### config.mk
export PLATFORM = sky130hd
export DESIGN_NAME = calendar_to_epoch_seconds
export DESIGN_NICKNAME = d
export VERILOG_FILES = /design/src/sv/ces_pkg.sv /design/src/sv/ces_front.sv /design/src/sv/ces_days.sv /design/src/sv/ces_scale.sv /design/src/sv/calendar_to_epoch_seconds.sv
export VERILOG_INCLUDE_DIRS = /design/src /design/src/sv
export SDC_FILE = /design/constraint.sdc
export NUM_CORES = 2
export LEC_CHECK = 0
export BUFFER_PORTS_ARGS = -buffer_cell sky130_fd_sc_hd__buf_2
export CAP_MARGIN = 20
export CORE_ASPECT_RATIO = 2
export CORE_MARGIN = 2
export CORE_UTILIZATION = 31
export CTS_CLUSTER_SIZE = 28
export DETAILED_ROUTE_END_ITERATION = 10
export PLACE_DENSITY = 0.56
export SKIP_LAST_GASP = 1
export SYNTH_ARGS = -nofsm -noshare
export SYNTH_HDL_FRONTEND = slang
export SYNTH_SLANG_ARGS = --single-unit
### constraint.sdc
create_clock -name clk -period 8.5 [get_ports clk]
set_clock_uncertainty 0.1 [all_clocks]
set_input_delay 0.85 -clock clk [delete_from_list [all_inputs] [get_ports clk]]
set_output_delay 0.85 -clock clk [all_outputs]
set_load 0.005 [all_outputs]
### src/sv/calendar_to_epoch_seconds_assert.svh
// Assertion macros shared by the calendar_to_epoch_seconds RTL.
// Expects clk and rst_n in scope at the point of use.
`ifndef CALENDAR_TO_EPOCH_SECONDS_ASSERT_SVH
`define CALENDAR_TO_EPOCH_SECONDS_ASSERT_SVH

// Same-cycle implication, disabled in reset.
`define CES_ASSERT_IMPL(lbl, ante, cons, msg) \
    lbl: assert property (@(posedge clk) disable iff (!rst_n) (ante) |-> (cons)) \
        else $error(msg);

// Next-cycle implication, disabled in reset.
`define CES_ASSERT_NEXT(lbl, ante, cons, msg) \
    lbl: assert property (@(posedge clk) disable iff (!rst_n) (ante) |=> (cons)) \
        else $error(msg);

`endif

### src/sv/ces_pkg.sv
// Shared widths, constants, stage payload types and helper functions
// for the calendar to epoch seconds pipeline. No dependencies.
package ces_pkg;

    localparam int YearW   = 14;
    localparam int MonthW  = 4;
    localparam int DayW    = 5;
    localparam int HourW   = 5;
    localparam int MinW    = 6;
    localparam int SecW    = 6;
    localparam int NsW     = 30;
    localparam int EpochW  = 38;
    localparam int UsecW   = 20;

    localparam int DaysW   = 23;   // day count for years up to 16383
    localparam int TodW    = 17;   // seconds within a day, unchecked fields
    localparam int MdaysW  = 9;    // days before the month
    localparam int QuotW   = 8;    // quotient of a 12-bit value by 25
    localparam int UsecQW  = 21;   // unsaturated nanosecond / 1000
    localparam int SecsW   = DaysW + TodW;

    localparam logic [YearW-1:0] EpochYear = YearW'(1970);
    // Leap years in 1..1969
    localparam int LeapsBeforeEpoch = 477;
    localparam int SecsPerDay = 86400;
    localparam int MaxUsec = 999999;

    // x / 25 for x below 4096: floor(x * 5243 / 2^17)
    localparam int Div25Mul   = 5243;
    localparam int Div25Shift = 17;
    localparam int Div25PW    = 12 + 13;

    // x / 125 for x below 2^27: floor(x * 137438954 / 2^34)
    localparam int UsecMul    = 137438954;
    localparam int UsecShift  = 34;
    localparam int UsecInW    = NsW - 3;
    localparam int UsecPW     = UsecInW + 28;

    typedef struct packed {
        logic                 after_epoch;
        logic [YearW-1:0]     year_off;
        logic [11:0]          prev_div4;
        logic [QuotW-1:0]     prev_div100;
        logic [QuotW-1:0]     prev_div400;
        logic [YearW-1:0]     year;
        logic [QuotW-1:0]     year_q100;
        logic [QuotW-1:0]     year_q400;
        logic [MdaysW-1:0]    mdays;
        logic                 past_feb;
        logic [DayW-1:0]      day_off;
        logic [TodW-1:0]      tod;
        logic [UsecQW-1:0]    usec_q;
    } front_t;

    typedef struct packed {
        logic [DaysW-1:0]     days;
        logic [TodW-1:0]      tod;
        logic [UsecW-1:0]     usec;
    } days_t;

    function automatic logic [QuotW-1:0] div25(input logic [11:0] x);
        logic [Div25PW-1:0] p;
        p = Div25PW'(x) * Div25PW'(Div25Mul);
        return p[Div25Shift +: QuotW];
    endfunction

    // Days in the months before the given one, non-leap year
    function automatic logic [MdaysW-1:0] month_days(input logic [MonthW-1:0] m);
        logic [MdaysW-1:0] d;
        case (m) inside
            4'd2:           d = MdaysW'(31);
            4'd3:           d = MdaysW'(59);
            4'd4:           d = MdaysW'(90);
            4'd5:           d = MdaysW'(120);
            4'd6:           d = MdaysW'(151);
            4'd7:           d = MdaysW'(181);
            4'd8:           d = MdaysW'(212);
            4'd9:           d = MdaysW'(243);
            4'd10:          d = MdaysW'(273);
            4'd11:          d = MdaysW'(304);
            4'd12:          d = MdaysW'(334);
            [4'd13:4'd15]:  d = MdaysW'(365);
            default:        d = '0;
        endcase
        return d;
    endfunction

endpackage

### src/sv/ces_front.sv
// First pipeline stage: constant-divisor quotients, month table lookup,
// time of day and the nanosecond reciprocal product. Uses ces_pkg.
module ces_front (
    input  logic                        clk,
    input  logic                        rst_n,
    input  logic                        up_valid,
    output logic                        up_ready,
    input  logic [ces_pkg::YearW-1:0]   year,
    input  logic [ces_pkg::MonthW-1:0]  month,
    input  logic [ces_pkg::DayW-1:0]    day,
    input  logic [ces_pkg::HourW-1:0]   hour,
    input  logic [ces_pkg::MinW-1:0]    minute,
    input  logic [ces_pkg::SecW-1:0]    second,
    input  logic [ces_pkg::NsW-1:0]     nanosecond,
    output logic                        dn_valid,
    input  logic                        dn_ready,
    output ces_pkg::front_t             dn_data
);
    import ces_pkg::*;

    logic               valid_reg;
    front_t             data_reg;
    front_t             data_next;
    logic [YearW-1:0]   prev_year;
    logic [UsecPW-1:0]  usec_prod;

    assign up_ready = !valid_reg || dn_ready;
    assign dn_valid = valid_reg;
    assign dn_data  = data_reg;

    always_comb
    begin
        prev_year = year - YearW'(1);
        usec_prod = UsecPW'(nanosecond[NsW-1:3]) * UsecPW'(UsecMul);

        data_next.after_epoch = year > EpochYear;
        data_next.year_off    = year - EpochYear;
        data_next.prev_div4   = prev_year[YearW-1:2];
        data_next.prev_div100 = div25(prev_year[YearW-1:2]);
        data_next.prev_div400 = div25(12'(prev_year[YearW-1:4]));
        data_next.year        = year;
        data_next.year_q100   = div25(year[YearW-1:2]);
        data_next.year_q400   = div25(12'(year[YearW-1:4]));
        data_next.mdays       = month_days(month);
        data_next.past_feb    = month >= MonthW'(3);
        data_next.day_off     = (day == '0) ? '0 : day - DayW'(1);
        data_next.tod         = TodW'(hour) * TodW'(3600) + TodW'(minute) * TodW'(60)
                              + TodW'(second);
        data_next.usec_q      = usec_prod[UsecShift +: UsecQW];
    end

    always_ff @(posedge clk or negedge rst_n)
    begin
        if (!rst_n)
        begin
            valid_reg <= 1'b0;
        end
        else if (up_ready)
        begin
            valid_reg <= up_valid;
        end
    end

    always_ff @(posedge clk)
    begin
        if (up_ready && up_valid)
        begin
            data_reg <= data_next;
        end
    end

endmodule

### src/sv/ces_days.sv
// Second pipeline stage: leap test, leap-year count, total day count
// and microsecond saturation. Uses ces_pkg.
module ces_days (
    input  logic                clk,
    input  logic                rst_n,
    input  logic                up_valid,
    output logic                up_ready,
    input  ces_pkg::front_t     up_data,
    output logic                dn_valid,
    input  logic                dn_ready,
    output ces_pkg::days_t      dn_data
);
    import ces_pkg::*;

    logic               valid_reg;
    days_t              data_reg;
    days_t              data_next;
    logic               div100;
    logic               div400;
    logic               leap;
    logic [DaysW-1:0]   leaps;
    logic [DaysW-1:0]   year_days;

    assign up_ready = !valid_reg || dn_ready;
    assign dn_valid = valid_reg;
    assign dn_data  = data_reg;

    always_comb
    begin
        div100 = (up_data.year[1:0] == 2'd0)
              && (12'(up_data.year_q100) * 12'd25 == up_data.year[YearW-1:2]);
        div400 = (up_data.year[3:0] == 4'd0)
              && (12'(up_data.year_q400) * 12'd25 == 12'(up_data.year[YearW-1:4]));
        leap   = ((up_data.year[1:0] == 2'd0) && !div100) || div400;

        // leap years in 1..year-1, then drop those before the epoch
        leaps = DaysW'(up_data.prev_div4) - DaysW'(up_data.prev_div100)
              + DaysW'(up_data.prev_div400);
        year_days = up_data.after_epoch
                  ? DaysW'(up_data.year_off) * DaysW'(365) + leaps
                    - DaysW'(LeapsBeforeEpoch)
                  : '0;

        data_next.days = year_days + DaysW'(up_data.mdays)
                       + DaysW'(leap && up_data.past_feb) + DaysW'(up_data.day_off);
        data_next.tod  = up_data.tod;
        data_next.usec = (up_data.usec_q > UsecQW'(MaxUsec))
                       ? UsecW'(MaxUsec) : up_data.usec_q[UsecW-1:0];
    end

    always_ff @(posedge clk or negedge rst_n)
    begin
        if (!rst_n)
        begin
            valid_reg <= 1'b0;
        end
        else if (up_ready)
        begin
            valid_reg <= up_valid;
        end
    end

    always_ff @(posedge clk)
    begin
        if (up_ready && up_valid)
        begin
            data_reg <= data_next;
        end
    end

endmodule

### src/sv/ces_scale.sv
// Third pipeline stage and output register: days times 86400 plus the
// time of day, wrapped to the result width. Uses ces_pkg.
module ces_scale (
    input  logic                        clk,
    input  logic                        rst_n,
    input  logic                        up_valid,
    output logic                        up_ready,
    input  ces_pkg::days_t              up_data,
    output logic                        dn_valid,
    input  logic                        dn_ready,
    output logic [ces_pkg::EpochW-1:0]  epoch_seconds,
    output logic [ces_pkg::UsecW-1:0]   microseconds
);
    import ces_pkg::*;

    logic               valid_reg;
    logic [EpochW-1:0]  secs_reg;
    logic [UsecW-1:0]   usec_reg;
    logic [SecsW-1:0]   secs_next;

    assign up_ready      = !valid_reg || dn_ready;
    assign dn_valid      = valid_reg;
    assign epoch_seconds = secs_reg;
    assign microseconds  = usec_reg;

    assign secs_next = SecsW'(up_data.days) * SecsW'(SecsPerDay) + SecsW'(up_data.tod);

    always_ff @(posedge clk or negedge rst_n)
    begin
        if (!rst_n)
        begin
            valid_reg <= 1'b0;
        end
        else if (up_ready)
        begin
            valid_reg <= up_valid;
        end
    end

    always_ff @(posedge clk)
    begin
        if (up_ready && up_valid)
        begin
            secs_reg <= secs_next[EpochW-1:0];
            usec_reg <= up_data.usec;
        end
    end

endmodule

### src/sv/calendar_to_epoch_seconds.sv
// Calendar date and time to epoch seconds and microseconds.
// An accepted transaction passes through the front, days and scale registers to the outputs.
// Throughput: one transaction per cycle; the three register stages advance
// together and collapse bubbles, so req_stall rises only when all are full.
// Reset clears the stage valid bits at once; no payload is reset.
`include "calendar_to_epoch_seconds_assert.svh"

module calendar_to_epoch_seconds (
    input  logic                        clk,
    input  logic                        rst_n,
    input  logic                        req_valid,
    output logic                        req_stall,
    input  logic [ces_pkg::YearW-1:0]   year,
    input  logic [ces_pkg::MonthW-1:0]  month,
    input  logic [ces_pkg::DayW-1:0]    day,
    input  logic [ces_pkg::HourW-1:0]   hour,
    input  logic [ces_pkg::MinW-1:0]    minute,
    input  logic [ces_pkg::SecW-1:0]    second,
    input  logic [ces_pkg::NsW-1:0]     nanosecond,
    output logic                        rsp_valid,
    input  logic                        rsp_stall,
    output logic [ces_pkg::EpochW-1:0]  epoch_seconds,
    output logic [ces_pkg::UsecW-1:0]   microseconds
);
    import ces_pkg::*;

    logic       front_ready;
    logic       front_valid;
    front_t     front_data;
    logic       days_ready;
    logic       days_valid;
    days_t      days_data;
    logic       scale_ready;

    assign req_stall = !front_ready;

    ces_front u_front (
        .clk        (clk),
        .rst_n      (rst_n),
        .up_valid   (req_valid),
        .up_ready   (front_ready),
        .year       (year),
        .month      (month),
        .day        (day),
        .hour       (hour),
        .minute     (minute),
        .second     (second),
        .nanosecond (nanosecond),
        .dn_valid   (front_valid),
        .dn_ready   (days_ready),
        .dn_data    (front_data)
    );

    ces_days u_days (
        .clk        (clk),
        .rst_n      (rst_n),
        .up_valid   (front_valid),
        .up_ready   (days_ready),
        .up_data    (front_data),
        .dn_valid   (days_valid),
        .dn_ready   (scale_ready),
        .dn_data    (days_data)
    );

    ces_scale u_scale (
        .clk            (clk),
        .rst_n          (rst_n),
        .up_valid       (days_valid),
        .up_ready       (scale_ready),
        .up_data        (days_data),
        .dn_valid       (rsp_valid),
        .dn_ready       (!rsp_stall),
        .epoch_seconds  (epoch_seconds),
        .microseconds   (microseconds)
    );

    // Accepted transaction lands in the first stage
    `CES_ASSERT_NEXT(a_accept_enters, req_valid && !req_stall, front_valid, "accepted transaction lost")
    // Backpressure only with every stage occupied
    `CES_ASSERT_IMPL(a_stall_full, req_stall, front_valid && days_valid && rsp_valid && rsp_stall, "stall with room in pipeline")
    // Output drains when nothing follows it
    `CES_ASSERT_NEXT(a_drain, rsp_valid && !rsp_stall && !days_valid, !rsp_valid, "result repeated")
    // Saturated microsecond range
    `CES_ASSERT_IMPL(a_usec_range, rsp_valid, microseconds <= UsecW'(MaxUsec), "microseconds out of range")

endmodule
== Word level (Yosys, flattened, before mapping) ==
Cells that the tools add are included.
Operators by class
  add/subtract/negate cells: 13
  multiply operators: 11
  order comparisons: 5
  eq/ne operators: 13
  mux-type cells: 12
  reductions and logical operators: 26
Operators with widths (number)
  multiplier 27 x 27 -> 54 bit (second input constant): 1
  multiplier 12 x 13 -> 25 bit (second input constant): 2
  multiplier 10 x 13 -> 23 bit (second input constant): 2
  adder 38 x 17 -> 38 bit: 1
  2-to-1 mux 9 bit: 4
  2-to-1 mux 8 bit: 4
  multiplier 23 x 10 -> 31 bit (second input constant): 1
  adder 23 x 1 -> 23 bit: 1
  adder 23 bit: 1
  adder 23 x 5 -> 23 bit: 1
  adder 23 x 6 -> 23 bit: 1
  adder 23 x 9 -> 23 bit: 1
  multiplier 14 x 9 -> 23 bit (second input constant): 1
  2-to-1 mux 23 bit: 1
  subtractor 23 x 9 -> 23 bit (second input constant): 1
  greater-than comparator 21 x 20 -> 1 bit (second input constant): 1
  == test 4 bit (second input constant): 5
  adder 17 x 12 -> 17 bit: 1
  adder 17 x 6 -> 17 bit: 1
  == test 4 x 3 -> 1 bit (second input constant): 4
  greater-than comparator 14 x 11 -> 1 bit (second input constant): 1
  2-to-1 mux 7 bit: 2
  subtractor 14 x 1 -> 14 bit (second input constant): 1
  subtractor 14 x 11 -> 14 bit (second input constant): 1
  24 further kinds: 40
Word-level totals
  flip-flop bits (word level): 243
  output and inout port bits: 60
  logic and storage cells: 106

== Longest topological paths before layout ==
  depth after elaboration: 13
  depth in mapped cells: 33
  mapped depth without buffers: 33

== Modules after synthesis ==
Synthesis repeated with hierarchy kept, for this count alone.
Second synthesis, totals
  cells, all modules: 3849
  area total of the unflattened synthesis: 39516.6 um^2
Modules (own cells, without submodules)
  ces_front: times used 1, cells an instance 2270, area an instance 23729.0 um^2, sequential area each 3658.5 um^2
  ces_days: times used 1, cells an instance 934, area an instance 9152.5 um^2, sequential area each 1826.8 um^2
  ces_scale: times used 1, cells an instance 643, area an instance 6627.6 um^2, sequential area each 1766.7 um^2
  calendar_to_epoch_seconds: times used 1, cells an instance 2, area an instance 7.5 um^2, sequential area each 0.0 um^2

== Worst setup path before layout ==
OpenSTA, ideal clock, no wires.
  kind: input to register
  start point: input port year[2] (netlist name)
  end point: register u_front.data_reg (netlist bit u_front.dn_data[98]) (data pin)
  arrival: 6.967 ns
  required time: 8.141 ns
  path slack: 1.174 ns
  cell stages on the path: 23
  path buffers: 0
  cells stage by stage: inv_1 ha_1 a21boi_0 nand3_1 or3_1 nor2_1 nand2_1 xnor2_1 inv_1 fa_1 fa_1 fa_1 fa_1 fa_1 ha_1 a21o_1 a21oi_1 nand2_1 a211oi_1 nor3_1 nor3_1 o21ai_0 xnor2_1
RTL lines
  from (decl): line calendar_to_epoch_seconds.sv:13  | input logic [ces_pkg::YearW-1:0] year,
  to (signal assigned): line ces_front.sv:68  | data_reg <= data_next;
  to (decl): line ces_front.sv:22  | front_t data_reg;

==> run_results.csv <==
group,metric,value,unit
run_status,status,"finished clean",
job,drv_cap,0,
clocking,cts_root_buf,"clkbuf_16",
timing,maxSlewHeadroom,0.3091,
timing,fin_crit_sh,0.8691,
floorplanning,rows,182,
detailed_routing,dr.pass1.iters,5,
yosys,syn-cell-area,38500,um^2
worst_hold_path,hold_start,"u_days.dn_data[25]$_DFFE_PP_",
setup_path,path_class,"input port to flop",
yosys,synth_common_cells,"inv_1, ha_1, fa_1",
yosys,ys.flop_type,"edfxtp_1",
yosys,synthArstFlopShare,0.01240,
cells_and_area,synthToLayoutAreaGrowth,9.812,%
setup_path,cp-end-kind,"flop",
timing,finalHoldViolCount,0,
detailed_routing,via_per_inst,4.530,
yosys,synth.distinct_cells,75,
worst_hold_path,holdPathEnd,"u_scale.epoch_seconds[5]$_DFFE_PP_",
setup_path,cp_max_fo,6,
global_route,grt_overflow_total,0,
detailed_routing,drtIter0Drc,574,
place,port_buffers,130,
global_route,grt_pass1_wl,146400,um
timing,finalSetupTns,0,ns
place,place_congestion,0.9408,
clocking,cts_tree,"yes",
setup_path,critPathRequiredTime,8.72,ns
global_route,grt_use_met3,0.01287,
floorplanning,die_width,253.2,um
global_route,grt_start_max_net_pins,67,
yosys,yosysWarnings,0,
clocking,cts_buffers,26,
yosys,syn_nets,5105,
detailed_routing,drc_errors,0,
setup_path,rrSetupSlack,1.13,ns
cells_and_area,fill_cells,12598,
clocking,htreeDepth,1,
setup_path,cp-start-kind,"input port",
setup_path,r2r_start,"u_front.dn_data[99]$_DFFE_PP_",
floorplanning,pin_count,134,
floorplanning,fp.dieH,502.4,um
yosys,ys_ff_latch,242,
place,dpl_cell_area,41380,um^2
yosys,synth-edff-count,239,
timing,fin_crit,7.387,ns
clocking,clk_pin_slew_worst_paths,0.06,ns
clocking,ctsHoldBuffers,1,
yosys,ys_seq_area_frac,0.1884,
global_route,grt_pass1_vias,27856,
clocking,post_cts_buffers,0,
yosys,synth_top_area_cell,"ha_1",
detailed_routing,ant_nets,0,
global_route,grt_use_met2,0.3202,
yosys,synth_cells,3722,
floorplanning,coreArea,123200,um^2
yosys,syn_avg_cell_area,10.34,um^2
clocking,clock_latency,0.57,ns
floorplanning,die_area,127200,um^2
timing,setup-violations-final,0,
worst_hold_path,whs_path_depth,0,
clocking,clock-sinks,242,
setup_path,r2r_cells,27,
global_route,met1_usage,0.1316,
setup_path,cp_data_arrival_time,7.60,ns
yosys,netlist_top_cells_area,"ha_1, fa_1, edfxtp_1",
clocking,cts_resized,0,
floorplanning,initial_utilization,0.3125,
cells_and_area,drive_gt1_frac,0.06037,
yosys,yosysTopAreaCellShare,0.2639,
detailed_routing,wl_per_cell,16.42,um
cells_and_area,fin_area,42280,um^2
setup_path,r2r-end,"u_days.dn_data[58]$_DFFE_PP_",
global_route,antenna_found_initial,7,
global_route,grt.busiest_layer,"met2",
detailed_routing,routed-via-count,25221,
yosys,yosysMostFrequentCell,"inv_1",
worst_hold_path,hold_class,"flop to flop",
timing,slew_violations,0,
cells_and_area,final_net_count,5272,
timing,rsz0062_at_grt,"false",
global_route,grtUsageTotal,0.1489,
detailed_routing,routed_wl,91390,um
place,dp_hpwl,82200,um
timing,timing.fmax,135.4,MHz
timing,tightest_slew,1.036,ns
clocking,cts_buffer_depth,3,
[critical path, cell delays in order]
cell and delay, ns:
buf_2 0.17, inv_1 0.15, ha_1 0.22, a21boi_0 0.30, nand3_1 0.15, or3_1 0.37, nor2_1 0.16, nand2_1 0.09
xnor2_1 0.40, inv_1 0.19, fa_1 0.52, fa_1 0.55, fa_1 0.60, fa_1 0.54, fa_1 0.43, ha_1 0.31
a21o_1 0.16, a21oi_1 0.20, nand2_1 0.10, a211oi_1 0.29, buf_4 0.18, nor3_1 0.06, nor3_1 0.17, buf_4 0.15
o21ai_0 0.13, xnor2_1 0.16
[registers in the layout (all words and copies together), names as in the netlist]
name                   count
u_scale.dn_valid           1
u_front.dn_valid           1
u_scale.microseconds      20
u_days.dn_data            60
u_days.dn_valid            1
u_scale.epoch_seconds     38
u_front.dn_data          121
[metrics by stage]
stage | hold WS (ns) | utilization | cells | setup WS [ns]
floorplan | 0.3003 | - | 3722 | 1.174
global route | 0.3210 | 0.3431 | 5566 | 0.5294
detailed placement | 0.3045 | 0.3359 | 5516 | 0.6027
CTS | 0.3114 | 0.3431 | 5565 | 1.018
global placement | 0.3017 | 0.3359 | 5516 | 0.6108
finish | 0.3113 | 0.3432 | 5567 | 1.113
[cell families (layout without fill, tap and decap cells)]
family / after synthesis / after routing / synth area share
AO/OA/AOI/OAI: 434 / 434 / 0.07407
XOR/XNOR: 218 / 218 / 0.04959
adder cells (fa/ha/maj): 1310 / 1310 / 0.5226
buffers and inverters: 1079 / 1266 / 0.1052
flip-flops: 242 / 242 / 0.1884
multiplexers: 8 / 8 / 0.002145
other: 0 / 2 / 0
AND/OR/NAND/NOR: 431 / 431 / 0.05804
[worst max-delay path by stage]
stage                                         end  slack [ns]                           from
floorplan           u_front.dn_data[98]$_DFFE_PP_        1.17                        year[2]
global placement    u_front.dn_data[98]$_DFFE_PP_        0.61                        year[2]
detailed placement  u_front.dn_data[98]$_DFFE_PP_        0.60                        year[2]
CTS                  u_days.dn_data[58]$_DFFE_PP_        1.02  u_front.dn_data[99]$_DFFE_PP_
global route         u_days.dn_data[58]$_DFFE_PP_        0.53  u_front.dn_data[92]$_DFFE_PP_
finish              u_front.dn_data[98]$_DFFE_PP_        1.11                        year[2]
[final cells by class]
type,count,area [um^2],share of cell area
multi-input combinational,2401,27210,0.6437
sequential,242,7252,0.1715
inverter,1057,3968,0.09385
tap,1656,2072,0.04901
timing repair buffer,161,885.9,0.02095
clock buffer,28,679.4,0.01607
clock inverter,20,202.7,0.004794
antenna,2,5.005,0.0001184
[placed cells by master, fill, tap and decap left out, drive strengths merged, types with 19 or more instances in the layout]
master  synthesis  final
edfxtp        239    239
a21o           72     72
inv          1056   1059
nor3           28     28
nor2          100    100
nand2          96     96
xnor2         156    156
a211oi         19     19
ha            812    812
nand2b         22     22
o21ai          72     72
xor2           62     62
fa            497    497
o21bai         25     25
or3            20     20
and2           23     23
a21oi         139    139
nand3          36     36
clkbuf         20     28
nand4          19     19
a31oi          21     21
buf             2    160
[metal layers]
layer | share of wire | routed length (um)
met1 | 0.32 | 29090
met2 | 0.60 | 54960
met3 | 0.022 | 2053
met4 | 0.057 | 5225
met5 | 0.00063 | 58
Power is left out: the tool's default activity adds up to more than one toggle a clock period on the data nets, which glitch-free logic cannot reach.
